==> src/dpa_pkg.sv <==
// types and constants for the dithered period aligner
// sequencer states, command and register codes, fixed field widths
// no dependencies
package dpa_pkg;

	// fixed field widths
	localparam int unsigned TICK_W   = 64;
	localparam int unsigned FIX_W    = 32;
	localparam int unsigned CFG_W    = 16;
	localparam int unsigned OUT_PW   = 16;
	localparam int unsigned DELTA_W  = 32;
	localparam int unsigned S_DATA_W = 224;
	localparam int unsigned M_DATA_W = 152;

	// register reset values
	localparam logic [CFG_W-1:0] MIN_PERIOD_RESET = 16'd100;
	localparam logic [CFG_W-1:0] NOMINAL_RESET    = 16'd40000;

	// command carried in tuser
	typedef enum logic [1:0] {
		CMD_BOUNDARY = 2'd0,
		CMD_ALIGN    = 2'd1,
		CMD_START    = 2'd2
	} cmd_t;

	// configuration register index
	typedef enum logic [0:0] {
		REG_MIN_PERIOD = 1'b0,
		REG_NOMINAL    = 1'b1
	} reg_idx_t;

	// run state of the timer
	typedef enum logic [1:0] {
		RUN_STOPPED = 2'd0,
		RUN_RUNNING = 2'd1,
		RUN_ALIGNED = 2'd2
	} run_t;

	// sequencer states
	typedef enum logic [3:0] {
		ST_IDLE,
		ST_CNT,
		ST_TICK,
		ST_ALIGN,
		ST_ROLL,
		ST_RCNT,
		ST_DITHER,
		ST_CDELTA,
		ST_PDELTA,
		ST_SAT
	} state_t;

endpackage

==> src/dithered_period_aligner.sv <==
// dithered period aligner: period timer with fixed-point dithering and alignment
// depends on dpa_pkg
// Sequence: a boundary runs CNT, TICK, DITHER, SAT; with alignment CNT, TICK, ALIGN, ROLL
// (and RCNT per roll step, up to MAX_ROLL_STEPS), CDELTA, PDELTA, SAT; start/align run in IDLE.
// Throughput: one item at a time; the 64-bit shared adder serializes all wide arithmetic.
// The result waits in an output register, so the next item is taken while it is pending.
// Reset: arst_n clears the sequencer, run state and registers to their defaults.
module dithered_period_aligner #(
	parameter int unsigned FRAC_BITS      = 16,
	parameter int unsigned MAX_ROLL_STEPS = 64,
	parameter int unsigned PERIOD_BITS    = 16
) (
	input  logic                          clk,
	input  logic                          arst_n,
	// configuration write port
	input  logic                          cfg_we,
	input  dpa_pkg::reg_idx_t             cfg_addr,
	input  logic [dpa_pkg::CFG_W-1:0]     cfg_wdata,
	// input items
	input  logic                          s_tvalid,
	output logic                          s_tready,
	// target_cycle, target_ticks, target_base_period, base_offset
	input  logic [dpa_pkg::S_DATA_W-1:0]  s_tdata,
	// cmd
	input  logic [1:0]                    s_tuser,
	// result items
	output logic                          m_tvalid,
	input  logic                          m_tready,
	// new_period, cycle_count, release_force, callback_fire, feedback_valid,
	// cyc_delta, period_delta, fault, zero pad
	output logic [dpa_pkg::M_DATA_W-1:0]  m_tdata
);
	import dpa_pkg::*;

	localparam int unsigned ACC_W  = FRAC_BITS;
	localparam int unsigned STEP_W = $clog2(MAX_ROLL_STEPS + 1);

	state_t state_q, state_d;

	// configuration
	logic [CFG_W-1:0] min_period_q;
	logic [CFG_W-1:0] nominal_q;

	// timer state
	run_t                   run_q;
	logic [TICK_W-1:0]      cnt_q;
	logic [TICK_W-1:0]      tick_q;
	logic [PERIOD_BITS-1:0] active_q;
	logic [PERIOD_BITS-1:0] shadow_q;
	logic [TICK_W-1:0]      last_q;
	logic [FIX_W-1:0]       bpf_q;
	logic [ACC_W-1:0]       acc_q;
	logic [TICK_W-1:0]      pend_cycle_q;
	logic [TICK_W-1:0]      pend_ticks_q;
	logic [FIX_W-1:0]       pend_period_q;
	logic                   pend_q;
	logic                   first_aligned_q;

	// working registers of one boundary
	logic [TICK_W-1:0]  p_q;
	logic [TICK_W-1:0]  old_c_q;
	logic [STEP_W-1:0]  steps_q;
	logic               rel_q;
	logic               fb_q;
	logic               fault_q;
	logic [DELTA_W-1:0] cdelta_q;
	logic [DELTA_W-1:0] pdelta_q;

	// output register
	logic                 out_valid_q;
	logic [M_DATA_W-1:0]  out_data_q;

	// shared adder
	logic [TICK_W-1:0] add_a, add_b, add_sum;
	logic              add_sub, add_cin;

	// dither fraction
	logic [ACC_W:0]    acc_sum;
	logic              acc_carry;
	logic [TICK_W-1:0] int_part;

	// saturation
	logic                   p_low, p_high;
	logic [PERIOD_BITS-1:0] p_sat;
	logic                   roll_lt;
	logic                   s_xfer, out_load;
	cmd_t                   cmd;

	assign cmd      = cmd_t'(s_tuser);
	assign s_tready = (state_q == ST_IDLE);
	assign s_xfer   = s_tvalid && s_tready;
	assign out_load = (state_q == ST_SAT) && (!out_valid_q || m_tready);
	assign m_tvalid = out_valid_q;
	assign m_tdata  = out_data_q;

	// fraction accumulation for one dither step
	assign acc_sum   = {1'b0, acc_q} + {1'b0, bpf_q[FRAC_BITS-1:0]};
	assign acc_carry = acc_sum[ACC_W];
	assign int_part  = TICK_W'(bpf_q >> FRAC_BITS);

	assign add_sum = add_a + (add_sub ? ~add_b : add_b) + TICK_W'(add_sub | add_cin);

	assign roll_lt = $signed(p_q) < $signed({{(TICK_W-CFG_W){1'b0}}, min_period_q});

	assign p_low  = p_q[TICK_W-1] || (p_q == '0);
	assign p_high = !p_q[TICK_W-1] && (|p_q[TICK_W-1:PERIOD_BITS]);
	assign p_sat  = p_low ? PERIOD_BITS'(1) : (p_high ? '1 : p_q[PERIOD_BITS-1:0]);

	// next state and adder operands
	always_comb begin
		state_d = state_q;
		add_a   = cnt_q;
		add_b   = TICK_W'(1);
		add_sub = 1'b0;
		add_cin = 1'b0;
		case (state_q)
			ST_IDLE: begin
				if (s_xfer && cmd == CMD_BOUNDARY && run_q != RUN_STOPPED)
					state_d = ST_CNT;
			end
			ST_CNT: begin
				state_d = ST_TICK;
			end
			ST_TICK: begin
				add_a   = tick_q;
				add_b   = TICK_W'(active_q);
				state_d = pend_q ? ST_ALIGN : ST_DITHER;
			end
			ST_ALIGN: begin
				add_a   = pend_ticks_q;
				add_b   = tick_q;
				add_sub = 1'b1;
				state_d = ST_ROLL;
			end
			ST_ROLL: begin
				add_a   = p_q;
				add_b   = int_part;
				add_cin = acc_carry;
				if (!roll_lt || steps_q == STEP_W'(MAX_ROLL_STEPS))
					state_d = ST_CDELTA;
				else
					state_d = ST_RCNT;
			end
			ST_RCNT: begin
				state_d = ST_ROLL;
			end
			ST_DITHER: begin
				add_a   = '0;
				add_b   = int_part;
				add_cin = acc_carry;
				state_d = ST_SAT;
			end
			ST_CDELTA: begin
				add_a   = cnt_q;
				add_b   = old_c_q;
				add_sub = 1'b1;
				state_d = ST_PDELTA;
			end
			ST_PDELTA: begin
				add_a   = p_q;
				add_b   = last_q;
				add_sub = 1'b1;
				state_d = ST_SAT;
			end
			ST_SAT: begin
				if (out_load)
					state_d = ST_IDLE;
			end
			default: begin
				state_d = ST_IDLE;
			end
		endcase
	end

	// sequencer state
	always_ff @(posedge clk or negedge arst_n) begin
		if (!arst_n)
			state_q <= ST_IDLE;
		else
			state_q <= state_d;
	end

	// configuration registers
	always_ff @(posedge clk or negedge arst_n) begin
		if (!arst_n) begin
			min_period_q <= MIN_PERIOD_RESET;
			nominal_q    <= NOMINAL_RESET;
		end else if (cfg_we) begin
			case (cfg_addr)
				REG_MIN_PERIOD: min_period_q <= cfg_wdata;
				REG_NOMINAL:    nominal_q    <= cfg_wdata;
				default:        ;
			endcase
		end
	end

	// timer state and boundary datapath
	always_ff @(posedge clk or negedge arst_n) begin
		if (!arst_n) begin
			run_q           <= RUN_STOPPED;
			cnt_q           <= '1;
			tick_q          <= '0;
			active_q        <= '0;
			shadow_q        <= PERIOD_BITS'(NOMINAL_RESET);
			last_q          <= TICK_W'(NOMINAL_RESET);
			bpf_q           <= FIX_W'(NOMINAL_RESET) << FRAC_BITS;
			acc_q           <= '0;
			pend_cycle_q    <= '0;
			pend_ticks_q    <= '0;
			pend_period_q   <= '0;
			pend_q          <= 1'b0;
			first_aligned_q <= 1'b0;
			p_q             <= '0;
			old_c_q         <= '0;
			steps_q         <= '0;
			rel_q           <= 1'b0;
			fb_q            <= 1'b0;
			fault_q         <= 1'b0;
			cdelta_q        <= '0;
			pdelta_q        <= '0;
		end else begin
			case (state_q)
				ST_IDLE: begin
					// alignment request latch and start
					if (s_xfer && cmd == CMD_ALIGN) begin
						pend_cycle_q  <= s_tdata[63:0];
						pend_ticks_q  <= s_tdata[127:64];
						pend_period_q <= s_tdata[159:128];
						pend_q        <= 1'b1;
					end
					if (s_xfer && cmd == CMD_START && run_q == RUN_STOPPED) begin
						tick_q   <= s_tdata[223:160];
						cnt_q    <= '0;
						run_q    <= RUN_RUNNING;
						last_q   <= TICK_W'(nominal_q);
						shadow_q <= PERIOD_BITS'(nominal_q);
						bpf_q    <= FIX_W'(nominal_q) << FRAC_BITS;
						acc_q    <= '0;
					end
				end
				ST_CNT: begin
					rel_q           <= first_aligned_q;
					first_aligned_q <= 1'b0;
					fb_q            <= 1'b0;
					fault_q         <= 1'b0;
					cdelta_q        <= '0;
					pdelta_q        <= '0;
					cnt_q           <= add_sum;
				end
				ST_TICK: begin
					tick_q   <= add_sum;
					active_q <= shadow_q;
				end
				ST_ALIGN: begin
					old_c_q <= cnt_q;
					cnt_q   <= pend_cycle_q;
					p_q     <= add_sum;
					bpf_q   <= pend_period_q;
					acc_q   <= '0;
					steps_q <= '0;
				end
				ST_ROLL: begin
					// one dithered step while below the minimum
					if (roll_lt) begin
						if (steps_q == STEP_W'(MAX_ROLL_STEPS)) begin
							fault_q <= 1'b1;
						end else begin
							p_q     <= add_sum;
							acc_q   <= acc_sum[ACC_W-1:0];
							steps_q <= steps_q + STEP_W'(1);
						end
					end
				end
				ST_RCNT: begin
					cnt_q <= add_sum;
				end
				ST_DITHER: begin
					p_q   <= add_sum;
					acc_q <= acc_sum[ACC_W-1:0];
				end
				ST_CDELTA: begin
					cdelta_q <= add_sum[DELTA_W-1:0];
				end
				ST_PDELTA: begin
					pdelta_q <= add_sum[DELTA_W-1:0];
					pend_q   <= 1'b0;
					fb_q     <= 1'b1;
					if (run_q == RUN_RUNNING) begin
						run_q           <= RUN_ALIGNED;
						first_aligned_q <= 1'b1;
					end
				end
				ST_SAT: begin
					if (out_load) begin
						last_q   <= p_q;
						shadow_q <= p_sat;
					end
				end
				default: ;
			endcase
		end
	end

	// output register
	always_ff @(posedge clk or negedge arst_n) begin
		if (!arst_n) begin
			out_valid_q <= 1'b0;
			out_data_q  <= '0;
		end else if (out_load) begin
			out_valid_q <= 1'b1;
			out_data_q  <= {4'b0, fault_q | p_low | p_high, pdelta_q, cdelta_q, fb_q,
				run_q == RUN_ALIGNED, rel_q, cnt_q, OUT_PW'(p_sat)};
		end else if (m_tready) begin
			out_valid_q <= 1'b0;
		end
	end

endmodule
==> config.mk <==
export PLATFORM = sky130hd
export DESIGN_NAME = dithered_period_aligner
export DESIGN_NICKNAME = d
export VERILOG_FILES = /design/src/dpa_pkg.sv /design/src/dithered_period_aligner.sv
export SDC_FILE = /design/constraint.sdc
export NUM_CORES = 2
export LEC_CHECK = 0
export BUFFER_PORTS_ARGS = -buffer_cell sky130_fd_sc_hd__buf_4
export CORE_MARGIN = 3
export CORE_UTILIZATION = 64
export DETAILED_ROUTE_END_ITERATION = 8
export GPL_TIMING_DRIVEN = 1
export PLACE_DENSITY = 0.86
export SYNTH_ARGS = -nofsm -noshare
export SYNTH_HDL_FRONTEND = slang
export SYNTH_SLANG_ARGS = --single-unit
==> constraint.sdc <==
create_clock -name clk -period 10.9 [get_ports clk]
set_input_delay 1.635 -clock clk [delete_from_list [all_inputs] [get_ports clk]]
set_output_delay 1.635 -clock clk [all_outputs]
set_load 0.01 [all_outputs]
# Yosys cells after proc, flatten, opt, wreduce, memory -nomap -nowiden
# Cells that the tools add are included.
dict set report totals {
  ff_bits 823
  in_bits 248
  out_inout_bits 154
}
dict set report classes {
  addsub 4
  magnitude_cmp 1
  n_eq_ne 22
  n_mux 49
  bitwise_logic 5
  reduce_logical 54
}
# operator n
set op_table {}
lappend op_table {{$mux 64} 7}
lappend op_table {{$pmux 64 s2} 3}
lappend op_table {{$pmux 64 s5} 1}
lappend op_table {{$pmux 64 s4} 1}
lappend op_table {{$pmux 32 s2} 3}
lappend op_table {{$pmux 64 s3} 1}
lappend op_table {{$mux 16} 7}
lappend op_table {{$add 64x1->64} 1}
lappend op_table {{$add 64x64->64} 1}
lappend op_table {{$logic_not 64->1} 1}
lappend op_table {{$lt 64x17->1} 1}
lappend op_table {{$not 64->64} 1}
lappend op_table {{$pmux 16 s4} 1}
lappend op_table {{$reduce_or 48->1} 1}
lappend op_table {{$mux 32} 1}
lappend op_table {{$pmux 16 s2} 1}
lappend op_table {{$pmux 4 s8} 1}
lappend op_table {{$reduce_bool 2->1} 11}
lappend op_table {{$reduce_and 2->1} 9}
lappend op_table {{$add 16x16->17} 1}
lappend op_table {{$eq 4x3->1 const B} 4}
lappend op_table {{$reduce_and 3->1} 5}
lappend op_table {{$mux 7} 2}
lappend op_table {{$pmux 7 s2} 1}
lappend op_table {{other kinds (27)} 69}

# Depth between registers and ports, before layout
dict set report logic_depth {
  word_depth 10
  mapped_depth 27
  depth_no_buf 27
}

# Least setup slack after synthesis
# OpenSTA, ideal clock, no wires.
dict set report synth_path {
  path_kind {flip-flop to flip-flop}
  start {register bpf_q[0]}
  end {register p_q[56]}
  setup_ns 0.132
  t_arrival_ns 5.043
  required_time_ns 10.768
  slack_ns 5.725
  path_stages_with_launch 28
  n_path_buf 0
  cell_sequence {dfrtp_1 ha_1 fa_1 a21o_1 a21oi_1 o21bai_1 a21oi_1 nor2_1 a21oi_1 o21ai_0 a21o_1 a21o_1 a21oi_1 o21ai_0 fa_1 inv_1 fa_1 nand2b_1 a21oi_1 o22a_1 a211o_1 a21oi_4 o21ba_2 o21ai_2 a221oi_4 o21ai_2 xnor2_2 o21ai_1}
}
dict set report synth_via {
  elab_chain_cells 7
}
# item line
set synth_rtl {}
lappend synth_rtl {{start: declaration} dithered_period_aligner.sv:51} ;# logic [FIX_W-1:0] bpf_q;
lappend synth_rtl {{start signal: assignment} dithered_period_aligner.sv:206} ;# bpf_q <= FIX_W'(NOMINAL_RESET) << FRAC_BITS;
lappend synth_rtl {{start signal: assignment} dithered_period_aligner.sv:237} ;# bpf_q <= FIX_W'(nominal_q) << FRAC_BITS;
lappend synth_rtl {{start signal: assignment} dithered_period_aligner.sv:258} ;# bpf_q <= pend_period_q;
lappend synth_rtl {{$add 16x16->17 (*)} dithered_period_aligner.sv:97} ;# assign acc_sum = {1'b0, acc_q} + {1'b0, bpf_q[FRAC_BITS-1:0]};
lappend synth_rtl {{$mux 1 (*)} dithered_period_aligner.sv:116} ;# case (state_q)
lappend synth_rtl {{$or 1x1->1 (*)} dithered_period_aligner.sv:101} ;# assign add_sum = add_a + (add_sub ? ~add_b : add_b) + TICK_W'(add_sub | add_cin);
lappend synth_rtl {{$add 64x1->64 (*)} dithered_period_aligner.sv:101}
lappend synth_rtl {{$mux 64} dithered_period_aligner.sv:265} ;# if (steps_q == STEP_W'(MAX_ROLL_STEPS)) begin
lappend synth_rtl {{$mux 64} dithered_period_aligner.sv:264} ;# if (roll_lt) begin
lappend synth_rtl {{$pmux 64 s2 (*)} dithered_period_aligner.sv:222} ;# case (state_q)
lappend synth_rtl {{end signal: assignment} dithered_period_aligner.sv:257} ;# p_q <= add_sum;
lappend synth_rtl {{end signal: assignment} dithered_period_aligner.sv:268} ;# p_q <= add_sum;
lappend synth_rtl {{end signal: assignment} dithered_period_aligner.sv:278} ;# p_q <= add_sum;
lappend synth_rtl {{end: declaration} dithered_period_aligner.sv:60} ;# logic [TICK_W-1:0] p_q;
# Every way passes the cells marked *; elsewhere a longest branch is shown, timed or not. The select of a mux whose other input is x is not followed.
# A chain may end at the register's enable or synchronous reset.

# Final worst setup path
dict set report layout_path {
  start {register state_q[3]}
  end {register tick_q[53]}
}
dict set report layout_via {
  elab_chain_cells 8
  elab_cells_between_ends 26
  classes_between {add/sub: 2; eq/ne: 7; mux: 6; bitwise: 2; reduce/logical: 9}
}
# item line
set layout_rtl {}
lappend layout_rtl {{start: declaration} dithered_period_aligner.sv:38} ;# state_t state_q, state_d;
lappend layout_rtl {{start signal: assignment} dithered_period_aligner.sv:180} ;# state_q <= state_d;
lappend layout_rtl {{$eq 4x3->1} dithered_period_aligner.sv:116}
lappend layout_rtl {{$reduce_or 2->1 (no source line)} -}
lappend layout_rtl {{$pmux 64 s5} dithered_period_aligner.sv:116}
lappend layout_rtl {{$not 64->64} dithered_period_aligner.sv:101}
lappend layout_rtl {{$mux 64} dithered_period_aligner.sv:101}
lappend layout_rtl {{$add 64x64->64} dithered_period_aligner.sv:101}
lappend layout_rtl {{$add 64x1->64} dithered_period_aligner.sv:101}
lappend layout_rtl {{$pmux 64 s2} dithered_period_aligner.sv:222}
lappend layout_rtl {{end signal: assignment} dithered_period_aligner.sv:232} ;# tick_q <= s_tdata[223:160];
lappend layout_rtl {{end signal: assignment} dithered_period_aligner.sv:251} ;# tick_q <= add_sum;
lappend layout_rtl {{end: declaration} dithered_period_aligner.sv:47} ;# logic [TICK_W-1:0] tick_q;
# Parallel ways exist; a longest one is shown, timed or not.

==> reports/metrics.yaml <==
ant_nets: 0
placed_cells: 4970
first_global_vias: 33394
die_w_um: 252.6
crit-reg2reg-capture: "tick_q[53]"
netlist.area_leader.share: 0.4733
rows: 89
async_reset_ff_frac: 1.000
die_y_um: 252.6
design_area_um2: 45040
fin_nets: 4627
grt_max_degree: 180
critPathKind: "register to register"
cp_max_fo: 67
wirelength_um: 121500
synth-edff-count: 0
cts_resized: 0
drtPass1Iterations: 9
vias: 33716
fin_skew_ns: 0.02169
hp-start: "pend_period_q[14]"
rrSetupSlack_ns: 4.08
vdd_ir_drop_max_uv: 235.6
clockBufferDepth: 3
yosys.area.top_type: "dfrtp_1"
area_delta_synth_final_pct: 15.74
finalCriticalPeriod_ns: 6.823
drive_above_1_share: 0.2027
maxCapViolations: 0
setup_viol: 0
gp_congestion: 0.9408
cts_hold_buf: 0
rr_worst_depth: 18
cp-start-kind: "register"
dpl.hpwl_um: 78850
timing.fmax_mhz: 146.6
pwr_density_cell_nw_per_um2: 372.1
crit_required_ns: 11.37
cts_tree: "done"
outcome: "finished with violations"
yosysMostFrequentCell: "nand2_1"
setup-tns-final_ns: 0
critPathCaptureType: "register"
critPathMaxStageDelay_ns: 0.81
yosysSeqAreaShare: 0.5320
post_drt_wl_per_cell_um: 23.70
cp.arrival_ns: 7.29
synth_seq_cells: 823
synth_area_per_cell_um2: 9.637
min_to: "bpf_q[14]"
gr-total-overflow: 0
syn_area_um2: 38920
violations: "DRC"
min_period_over_period: 0.6259
clk_pin_slew_ns: 0.06
holdWs_ns: 0.4617
root_buffer: "clkbuf_16"
cts_made_buffers: 82
dieArea_um2: 63800
grt_usage: 0.3763
vias_per_cell: 6.577
rsz0062_at_grt: "no"
clock_sinks: 823
path_cells: "nor2_1 -> nand3_4 -> nand3_2 -> buf_4 -> a21oi_1 -> o21ai_0 -> fa_1 -> a211o_1 -> a21oi_1 -> nor3_1 -> o2111ai_1 -> a211oi_1 -> nor2_1 -> and2_1 -> o31ai_1 -> a21boi_0 -> xor2_1 -> o21ai_0"
worstSkewPairLatency_ns: 0.65
tightest_slew_ns: 1.309
slew_violations: 0
initialDrtViolationCount: 4993
holdPathStages: 2
yosysWarnings: 0
synth_cells: 4038
cpMaxStageDelayCell: "nand3_4"
hold_class: "register to register"
grt_pass1_wl_um: 188000
synth-main-ff-cell: "dfrtp_1"
ys_types: 73
post-cts-setup-buffers: 0
rr_startpoint: "state_q[3]"
port-buffer-count: 397
ios: 402
core_area_um2: 59580
drcViolationCount: 4
finalHoldViolations: 0
start_util: 0.6532
synth_common_cells: "nand2_1 (1,068), dfrtp_1 (736), o21ai_0 (317)"
power.total_mw: 16.76
antenna_found_initial: 10
placed_cell_area_um2: 42270
htreeDepth: 3
worst_slew_margin_rel: 0.1273
synthTopCellsByArea: "dfrtp_1 (47%), nand2_1 (10%), dfstp_2 (5.9%), mux2_2 (5.2%), o21ai_0 (4.1%)"
p_leak_nw: 21.54
finalNonFillerCells: 5126
routing by layer:
layer,GRT usage,wire (µm)
met2,0.5743,55170
met4,0.1620,5566
met5,0,89
met3,0.1090,15280
met1,0.5080,45390
power by group:
group | switching, mW | internal [mW] | leakage, nW | total, mW
clock network | 1.23 | 1.67 | 1.37 | 2.90
registers | 1.15 | 4.49 | 10.3 | 5.64
logic | 5.35 | 2.88 | 9.90 | 8.22
cells by family after synthesis:
group | after synthesis | share of synthesized area
adders and majority gates | 98 | 0.03209
buffers and inverters | 332 | 0.03273
muxes | 198 | 0.05671
DFF | 823 | 0.5320
other | 1 | 0.00009636
xor gates and xnor gates | 91 | 0.02067
AOI/OAI and AO/OA | 980 | 0.1654
and+or+nand+nor | 1515 | 0.1603
flip-flops by register name (all words and copies together), names as in the netlist, 4 cells and up:
signal and count:
state_q 4, cnt_q 64, pend_ticks_q 64, pend_period_q 32, pdelta_q 32, acc_q 16, nominal_q 16, cdelta_q 32
p_q 64, last_q 64, old_c_q 64, min_period_q 16, steps_q 7, pend_cycle_q 64, bpf_q 32, active_q 16
shadow_q 16, m_tdata 148, tick_q 64
critical path: cells and delay by family, from the launching register on:
kind                     cells  cell delay, ns
AND/OR/NAND/NOR              6            2.60
AO/OA/AOI/OAI                9            2.25
buffers and inverters        1            0.61
flip-flops                   1            0.49
adder cells (fa/ha/maj)      1            0.35
XOR/XNOR                     1            0.28
per-stage QoR:
step	worst slack (ns)	utilization
after global placement	4.452	0.7096
final	4.077	0.7561
after detailed placement	4.274	0.7096
after CTS	4.237	0.7560
after floorplan	5.725	-
after global routing	3.808	0.7560
cell usage in the layout (no fill, tap or decap), types with 19 or more instances in the layout:
cell / instances
dfstp_2: 87
buf_4: 430
clkinv_2: 19
nor4_1: 21
a222oi_1: 133
nand3_1: 117
a21o_1: 37
a21oi_1: 177
nor2_1: 158
o21ai_0: 316
dfrtp_1: 736
clkbuf_16: 84
xor2_1: 45
and2_1: 50
nand4_1: 25
a22oi_1: 130
xnor2_1: 45
nand2_1: 1065
inv_1: 53
ha_1: 95
mux2_2: 179
o21ai_1: 51
layout make-up:
class	instances	area [µm²]
antenna	2	5.005
clock buffer	120	2417
timing repair buffer	435	3323
tap	773	967.2
clock inverter	34	346.6
multi-input combinational	2886	17080
fill	3987	14530
inverter	53	198.9
sequential	823	20700
worst max path at each step:
stage	startpoint	to	slack [ns]	cells past startpoint
after detailed placement	state_q[3]	tick_q[60]	4.27	20
after floorplan	bpf_q[0]	p_q[56]	5.72	27
after global routing	state_q[3]	tick_q[53]	3.81	18
final	state_q[3]	tick_q[53]	4.08	18
after global placement	state_q[3]	cnt_q[58]	4.45	20
after CTS	state_q[3]	tick_q[53]	4.24	18
Note: power is estimated with default switching activity, not from simulation.
